<file path="config.mk">
export PLATFORM = sky130hd
export DESIGN_NAME = one_shot_timer_table_unit
export DESIGN_NICKNAME = d
export VERILOG_FILES = /design/src/rtl/ostt_pkg.sv /design/src/rtl/one_shot_timer_table_unit.sv
export VERILOG_INCLUDE_DIRS = /design/src /design/src/rtl
export SDC_FILE = /design/constraint.sdc
export NUM_CORES = 2
export LEC_CHECK = 0
export ABC_CLOCK_PERIOD_IN_PS = 20100
export BUFFER_PORTS_ARGS = -buffer_cell sky130_fd_sc_hd__buf_2
export CORE_ASPECT_RATIO = 0.5
export CORE_MARGIN = 2
export CORE_UTILIZATION = 35
export CTS_BUF_LIST = sky130_fd_sc_hd__clkbuf_4 sky130_fd_sc_hd__clkbuf_8
export DETAILED_ROUTE_END_ITERATION = 8
export PLACE_DENSITY_LB_ADDON = 0.1
export RECOVER_POWER = 25
export SYNTH_ARGS = -nofsm -noshare
export SYNTH_HDL_FRONTEND = slang
export SYNTH_SLANG_ARGS = --single-unit
</file>
<file path="constraint.sdc">
create_clock -name clk -period 20.1 [get_ports clk]
set_input_delay 1.005 -clock clk [delete_from_list [all_inputs] [get_ports clk]]
set_output_delay 1.005 -clock clk [all_outputs]
set_load 0.1 [all_outputs]
</file>
<file path="src/rtl/assert_macros.svh">
// Assertion macros shared by the RTL.
`ifndef ASSERT_MACROS_SVH
`define ASSERT_MACROS_SVH

// Property holds at every clock edge outside reset.
`define ASSERT_ALWAYS(label, clk, rst_n, prop, msg) \
	label: assert property (@(posedge clk) disable iff (!rst_n) (prop)) else $error(msg);

// Antecedent implies the consequent in the following cycle.
`define ASSERT_NEXT(label, clk, rst_n, ante, cons, msg) \
	label: assert property (@(posedge clk) disable iff (!rst_n) (ante) |=> (cons)) \
		else $error(msg);

`endif

</file>
<file path="src/rtl/ostt_pkg.sv">
package ostt_pkg;

	typedef enum logic [2:0] {
		OP_SCHEDULE   = 3'd0,
		OP_REMOVE     = 3'd1,
		OP_REMOVE_ALL = 3'd2,
		OP_TICK       = 3'd3,
		OP_SET_RUN    = 3'd4,
		OP_FREEZE     = 3'd5
	} opcode_t;

	typedef enum logic [1:0] {
		KIND_ACK    = 2'd0,
		KIND_EXPIRE = 2'd1,
		KIND_DONE   = 2'd2
	} kind_t;

	typedef enum logic [1:0] {
		ST_OK        = 2'd0,
		ST_NOT_FOUND = 2'd1,
		ST_FULL      = 2'd2
	} status_t;

	localparam int ID_W = 32;
	localparam int IN_TDATA_W = 72;
	localparam int OUT_TDATA_W = 40;

endpackage

</file>
<file path="src/rtl/one_shot_timer_table_unit.sv">
// One-shot timer table. Up to SLOTS timers are kept in scheduling order in
// three small memories (remaining time, id, pause bit) that one sequencer
// reads and writes one entry per cycle, while the output does not stall it,
// through a single shared compare and subtract unit. Each input transaction
// carries opcode, time_value, timer_id and flag; each output transaction
// carries kind, result_id, status and last (tlast), and every input
// transaction ends with exactly one transaction that has tlast set.
// Schedule, remove all and unused opcodes go straight to the result. Remove,
// freeze and set global run walk the live entries, one entry per cycle, and
// a remove then closes up the entries behind the removed one, one per cycle.
// A tick walks every live entry once, one per cycle, and compacts surviving
// entries in the same pass; it holds on an expiring entry while the output
// register is not free. The input side is not ready while an item is being
// worked on. No clearing pass follows reset.
module one_shot_timer_table_unit #(
	parameter int SLOTS     = 16,
	parameter int TIME_BITS = 32
) (
	input  logic                            clk,
	input  logic                            arst_n,
	input  logic                            s_tvalid,
	output logic                            s_tready,
	// Fields from bit 0: opcode[2:0], time_value[34:3], timer_id[66:35],
	// flag[67], zero fill to bit 71.
	input  logic [ostt_pkg::IN_TDATA_W-1:0]  s_tdata,
	output logic                            m_tvalid,
	input  logic                            m_tready,
	// Fields from bit 0: kind[1:0], result_id[33:2], status[35:34],
	// zero fill to bit 39.
	output logic [ostt_pkg::OUT_TDATA_W-1:0] m_tdata,
	// Marks the final result of an input transaction.
	output logic                            m_tlast
);
	import ostt_pkg::*;

	localparam int IW = $clog2(SLOTS);
	localparam int CW = $clog2(SLOTS + 1);

	typedef enum logic [2:0] {
		S_IDLE, S_SCAN, S_SHIFT, S_EMIT, S_WAIT
	} state_t;

	// Table memories.
	logic [TIME_BITS-1:0] rem_mem [SLOTS];
	logic [ID_W-1:0]      id_mem  [SLOTS];
	logic                 pau_mem [SLOTS];

	state_t               state_q;
	logic [CW-1:0]        count_q;
	logic [CW-1:0]        rd_q;      // read pointer
	logic [CW-1:0]        wr_q;      // write pointer (compaction)
	logic [ID_W-1:0]      idc_q;
	logic                 run_q;
	logic [2:0]           op_q;
	logic [TIME_BITS-1:0] tv_q;
	logic [ID_W-1:0]      tid_q;
	logic                 flag_q;
	logic                 found_q;
	logic                 out_v_q;
	logic [1:0]           kind_q;
	logic [ID_W-1:0]      rid_q;
	logic [1:0]           st_q;
	logic                 last_q;

	logic [IW-1:0]        rd_idx;
	logic [IW-1:0]        wr_idx;
	logic [TIME_BITS-1:0] rem_rd;
	logic [ID_W-1:0]      id_rd;
	logic                 pau_rd;
	logic                 expire;
	logic [TIME_BITS-1:0] rem_dec;
	logic                 out_free;
	logic                 out_load;
	logic                 sched_ok;
	logic                 ptr_order_ok;

	assign rd_idx   = rd_q[IW-1:0];
	assign wr_idx   = wr_q[IW-1:0];
	assign rem_rd   = rem_mem[rd_idx];
	assign id_rd    = id_mem[rd_idx];
	assign pau_rd   = pau_mem[rd_idx];
	// Shared compare and subtract unit.
	assign expire   = rem_rd < tv_q;
	assign rem_dec  = rem_rd - tv_q;
	assign out_free = !out_v_q || m_tready;
	// A schedule request that finds a free slot.
	assign sched_ok = s_tdata[2:0] == OP_SCHEDULE && count_q < CW'(SLOTS);
	// The output register takes a new transaction in this cycle.
	assign out_load = (state_q == S_EMIT) || (state_q == S_WAIT && out_free) ||
		(state_q == S_SCAN && op_q == OP_TICK && rd_q < count_q && !pau_rd &&
		expire && out_free);
	assign ptr_order_ok = wr_q <= rd_q || state_q inside {S_IDLE, S_EMIT};

	assign s_tready = (state_q == S_IDLE) && !out_v_q;
	assign m_tvalid = out_v_q;
	assign m_tdata  = {{(OUT_TDATA_W - 36){1'b0}}, st_q, rid_q, kind_q};
	assign m_tlast  = last_q;

	always_ff @(posedge clk) begin
		if (state_q == S_IDLE && s_tvalid && s_tready && sched_ok) begin
			rem_mem[count_q[IW-1:0]] <= TIME_BITS'(s_tdata[34:3]);
			id_mem[count_q[IW-1:0]]  <= idc_q + 1'b1;
			pau_mem[count_q[IW-1:0]] <= !run_q;
		end else if (state_q == S_SCAN && rd_q < count_q) begin
			case (op_q)
				OP_TICK: begin
					if (pau_rd || !expire) begin
						rem_mem[wr_idx] <= pau_rd ? rem_rd : rem_dec;
						id_mem[wr_idx]  <= id_rd;
						pau_mem[wr_idx] <= pau_rd;
					end
				end
				OP_SET_RUN: pau_mem[rd_idx] <= !flag_q;
				OP_FREEZE: begin
					if (id_rd == tid_q && !found_q) begin
						pau_mem[rd_idx] <= flag_q;
					end
				end
				default: ;
			endcase
		end else if (state_q == S_SHIFT && rd_q < count_q) begin
			rem_mem[wr_idx] <= rem_rd;
			id_mem[wr_idx]  <= id_rd;
			pau_mem[wr_idx] <= pau_rd;
		end
	end

	always_ff @(posedge clk or negedge arst_n) begin
		if (!arst_n) begin
			state_q <= S_IDLE;
			count_q <= '0;
			rd_q    <= '0;
			wr_q    <= '0;
			idc_q   <= '0;
			run_q   <= 1'b1;
			found_q <= 1'b0;
			out_v_q <= 1'b0;
			last_q  <= 1'b0;
			op_q    <= '0;
			flag_q  <= 1'b0;
			tv_q    <= '0;
			tid_q   <= '0;
			kind_q  <= KIND_ACK;
			rid_q   <= '0;
			st_q    <= ST_OK;
		end else begin
			if (out_load) begin
				out_v_q <= 1'b1;
			end else if (m_tready) begin
				out_v_q <= 1'b0;
			end
			case (state_q)
				S_IDLE: begin
					if (s_tvalid && s_tready) begin
						op_q    <= s_tdata[2:0];
						tv_q    <= TIME_BITS'(s_tdata[34:3]);
						tid_q   <= s_tdata[35 +: ID_W];
						flag_q  <= s_tdata[67];
						rd_q    <= '0;
						wr_q    <= '0;
						found_q <= 1'b0;
						kind_q  <= KIND_ACK;
						rid_q   <= sched_ok ? idc_q + 1'b1 : '0;
						st_q    <= (s_tdata[2:0] == OP_SCHEDULE && !sched_ok) ?
							ST_FULL : ST_OK;
						last_q  <= 1'b1;
						state_q <= (s_tdata[2:0] inside
							{OP_REMOVE, OP_TICK, OP_SET_RUN, OP_FREEZE}) ? S_SCAN : S_EMIT;
						case (s_tdata[2:0])
							OP_SCHEDULE: begin
								if (sched_ok) begin
									idc_q   <= idc_q + 1'b1;
									count_q <= count_q + 1'b1;
								end
							end
							OP_REMOVE_ALL: count_q <= '0;
							OP_SET_RUN: run_q <= s_tdata[67];
							default: ;
						endcase
					end
				end
				S_SCAN: begin
					if (rd_q < count_q) begin
						case (op_q)
							OP_TICK: begin
								if (!pau_rd && expire) begin
									if (out_free) begin
										kind_q  <= KIND_EXPIRE;
										rid_q   <= id_rd;
										st_q    <= ST_OK;
										last_q  <= 1'b0;
										rd_q    <= rd_q + 1'b1;
									end
								end else begin
									rd_q <= rd_q + 1'b1;
									wr_q <= wr_q + 1'b1;
								end
							end
							OP_REMOVE: begin
								if (id_rd == tid_q) begin
									found_q <= 1'b1;
									wr_q    <= rd_q;
									rd_q    <= rd_q + 1'b1;
									state_q <= S_SHIFT;
								end else begin
									rd_q <= rd_q + 1'b1;
								end
							end
							OP_FREEZE: begin
								if (id_rd == tid_q) begin
									found_q <= 1'b1;
									state_q <= S_WAIT;
								end else begin
									rd_q <= rd_q + 1'b1;
								end
							end
							default: rd_q <= rd_q + 1'b1;
						endcase
					end else begin
						state_q <= S_WAIT;
					end
				end
				S_SHIFT: begin
					if (rd_q < count_q) begin
						rd_q <= rd_q + 1'b1;
						wr_q <= wr_q + 1'b1;
					end else begin
						state_q <= S_WAIT;
					end
				end
				S_WAIT: begin
					// Final result once the output register is free.
					if (out_free) begin
						kind_q  <= (op_q == OP_TICK) ? KIND_DONE : KIND_ACK;
						rid_q   <= '0;
						st_q    <= (op_q inside {OP_REMOVE, OP_FREEZE} && !found_q) ?
							ST_NOT_FOUND : ST_OK;
						last_q  <= 1'b1;
						state_q <= S_IDLE;
						case (op_q)
							OP_TICK: count_q <= wr_q;
							OP_REMOVE: begin
								if (found_q) begin
									count_q <= count_q - 1'b1;
								end
							end
							default: ;
						endcase
					end
				end
				S_EMIT: state_q <= S_IDLE;
				default: state_q <= S_IDLE;
			endcase
		end
	end

	`include "assert_macros.svh"

	`ASSERT_ALWAYS(a_count_bound, clk, arst_n, count_q <= CW'(SLOTS), "count over SLOTS")
	`ASSERT_ALWAYS(a_wr_le_rd, clk, arst_n, ptr_order_ok, "compaction pointer ahead")
	`ASSERT_NEXT(a_accept_busy, clk, arst_n, s_tvalid && s_tready, !s_tready, "accepted while busy")

endmodule

</file>
==> metrics <==
status=finished, violations left; violated checks=max-capacitance violations, max-slew violations; Pre-antenna DRT Iters=7; RSZ-0062 raised after global routing=no; CTS clock-pin slew for the worst setup and hold paths=0.07 ns; post_cts resized=0; Crit path max-delay family=buffers and inverters; Post-synth ARST share=13.2%; Final WS setup=6.39 ns; pin slew with the least headroom to its limit=8.65 ns; all-layer global routing usage=19.9%; TNS Setup=0 ns; Tightest Hold Check Type=in2reg; vias per cell=5.31; fin. max-slew vios=638; Leak Pwr=0.0196 µW; Hold Vio Cnt, Final=0; clk_skew=0.0635 ns; Die Area=149,000 µm²; Horiz. Die Dim=544 µm; max cap viols=12; deepest clock path buffer count=4; WHS Endpoint=tid_q[28]; Crit path largest cell delay=5.96 ns; Die Y=274 µm; core box area=145,000 µm²; critical path class=reg2reg; slowest cell on the critical path=clkbuf_1; root buffer selected by CTS=clkbuf_8; worst flop-to-flop path endpoint=rem_mem[6][17]; fmax=0.0730 GHz; Num CTS Buffers=192; post-synthesis area per instance=16.6 µm²; CP Data Required Time=20.56 ns; Pwr Total=9060 µW; CTS Sinks=1,198; hold path startpoint=s_tdata[63]; Final ANT Viol Nets=0; Ports=119; sequential-to-total area share from yosys stat=68.9%; Synthesis Warnings=0; post-synth top area share=61.1%; reg2reg start=rd_q[0]; register bit total from synthesis=1,198; critical path launch point type=register; Vias=28,800; placed standard-cell area=54,000 µm²; Final setup viols=0; crit-path max FO=101; Area contributors post-synth=edfxtp_1 61%, mux4_2 11%, dfrtp_1 7.7%, mux2i_1 2.8%, nand2_1 2.3%; reg2reg setup slack=6.39 ns; vias in the first global route=29,600; DRC violation count after routing=0; nets=3,414; FP Rows=99; period utilization=68.2%; H-Tree Level Count=4; Post-Syn Area=51,100 µm²; DRT iter0 DRCs=2,496; first-pass GRT wire length=213,000 µm; Hold Path Cell Cnt=3; synth-to-layout area growth=13.0%; Setup Buffers After CTS=0; CP cell instances=buf_12, clkbuf_1, mux4_2, mux2i_1, mux2i_1, o31ai_1, o21ai_0, a2111oi_4, nand4_1, nor3_1, or2_1, buf_4, o21bai_2, nor2_4, buf_4; Unique masters post-synth=87; Top FF cell, synth=edfxtp_1; Max transition margin=-477%; launch point of the worst path=rd_q[0]; # fillers=13,400; cell taking the most area after synthesis=edfxtp_1; Mapped Cells=3,081; Final Wtd Congestion=0.803; Worst R2R Path Depth=15; per-cell routed wire length=27.5 µm; Starting Density=35.2%; peak supply drop=105 µV; IO Port Bufs=110; share of layout cells above drive strength 1=22.2%; Worst Setup End Kind=register; pre-CTS setup slack=10.29 ns; grt ovf=0; Power Dens Cells=157 nW/µm²; crit path DAT=14.17 ns; WP buf/inv=4; Period minus WS final=13.71 ns; fin area=57,700 µm²; Clock Latency Late Sink=0.89 ns; CTS tree=yes; placed wire-length estimate=84,600 µm; EDFF count, synth=1,040; initial antenna violation count=4; Routed WL=149,000 µm; post-cts hold buffer count=0; largest net degree at the start of global routing=102
-- cell usage after synthesis (28+ instances only) --
library cell / count
nor2_1: 135
dfrtp_1: 157
buf_2: 28
nand3_1: 38
a31oi_1: 31
nor3_1: 30
clkbuf_1: 93
a21oi_1: 75
o21a_1: 44
nand2_1: 308
xnor2_1: 80
ha_1: 41
o21ai_0: 92
mux4_2: 253
mux2i_1: 142
inv_1: 62
o221ai_1: 32
edfxtp_1: 1040
xor2_1: 55
-- metal layers --
layer / part of all wire (%) / global-route usage, % / up-vias
li1: - / - / 12500
met3: 4.4 / 3.30 / 225
met2: 47 / 31.7 / 690
met4: 2.2 / 4.83 / 0
met5: 0 / 0 / -
met1: 47 / 28.5 / 15300
-- state kept, by name, summed over array words and instances (netlist names) --
name and count:
id_mem 512, rem_mem 512, idc_q 32, rid_q 32, tid_q 32, tv_q 32, pau_mem 16, count_q 5
rd_q 5, wr_q 5, op_q 3, state_q 3, kind_q 2, st_q 2, flag_q 1, found_q 1
m_tlast 1, m_tvalid 1, run_q 1
-- power by group --
part	total, µW	internal, µW	switching [µW]
clock	2150	1160	998
combinational	3480	1220	2260
sequential	3430	3260	169
-- worst min-delay path, stage by stage --
cell	delay, ns
buf_2	0.07
nand2_1	0.04
nand2_1	0.05
-- worst max path at each step --
stage	depth (start not counted)	slack, ns	to
detailed placement	17	10.29	rem_mem[6][10]
finish	15	6.39	rem_mem[6][17]
global placement	17	10.34	rem_mem[6][10]
CTS	17	10.25	rem_mem[6][20]
global route	15	5.19	rem_mem[6][2]
floorplan	23	9.74	pau_mem[0]
-- per-stage QoR --
stage               instances  hold WS (ns)  utilization (%)
global route             5417         0.237             39.7
global placement         5068         0.462             37.2
floorplan                3084         0.452                -
finish                   5419         0.309             39.7
CTS                      5411         0.209             39.8
detailed placement       5068         0.474             37.2
-- area by class of cell --
class	instances	area, µm²	area share [%]
flip-flops and latches	1198	35200	61.0
multi-input cells	1657	15000	25.9
clock buffers	283	3460	6.00
well taps	1969	2460	4.27
repair buffers	184	993	1.72
clock inverters	60	393	0.680
inverters	63	246	0.427
diodes	5	12.5	0.0217
-- kinds of logic (layout without fill, tap and decap cells) --
logic type / after synthesis / in the layout / share of synthesized area [%]
XOR/XNOR: 135 / 135 / 2.31
AO/OA/AOI/OAI: 439 / 439 / 5.88
other: 1 / 9 / 0.00734
buffers and inverters: 229 / 590 / 2.09
AND/OR/NAND/NOR: 616 / 616 / 5.26
flip-flops: 1198 / 1198 / 68.9
adder cells (fa/ha/maj): 42 / 42 / 1.04
multiplexers: 421 / 421 / 14.5
-- layout by cell type (no fill, tap or decap), types with 73 or more instances in the layout --
master and count:
a21oi_1 73, nor2_1 126, clkbuf_8 214, mux4_2 253, nand2_1 307, mux2i_1 137
dfrtp_1 154, o21ai_0 93, edfxtp_1 1040, xnor2_1 80
No activity file was read; power rests on OpenSTA's default activity.
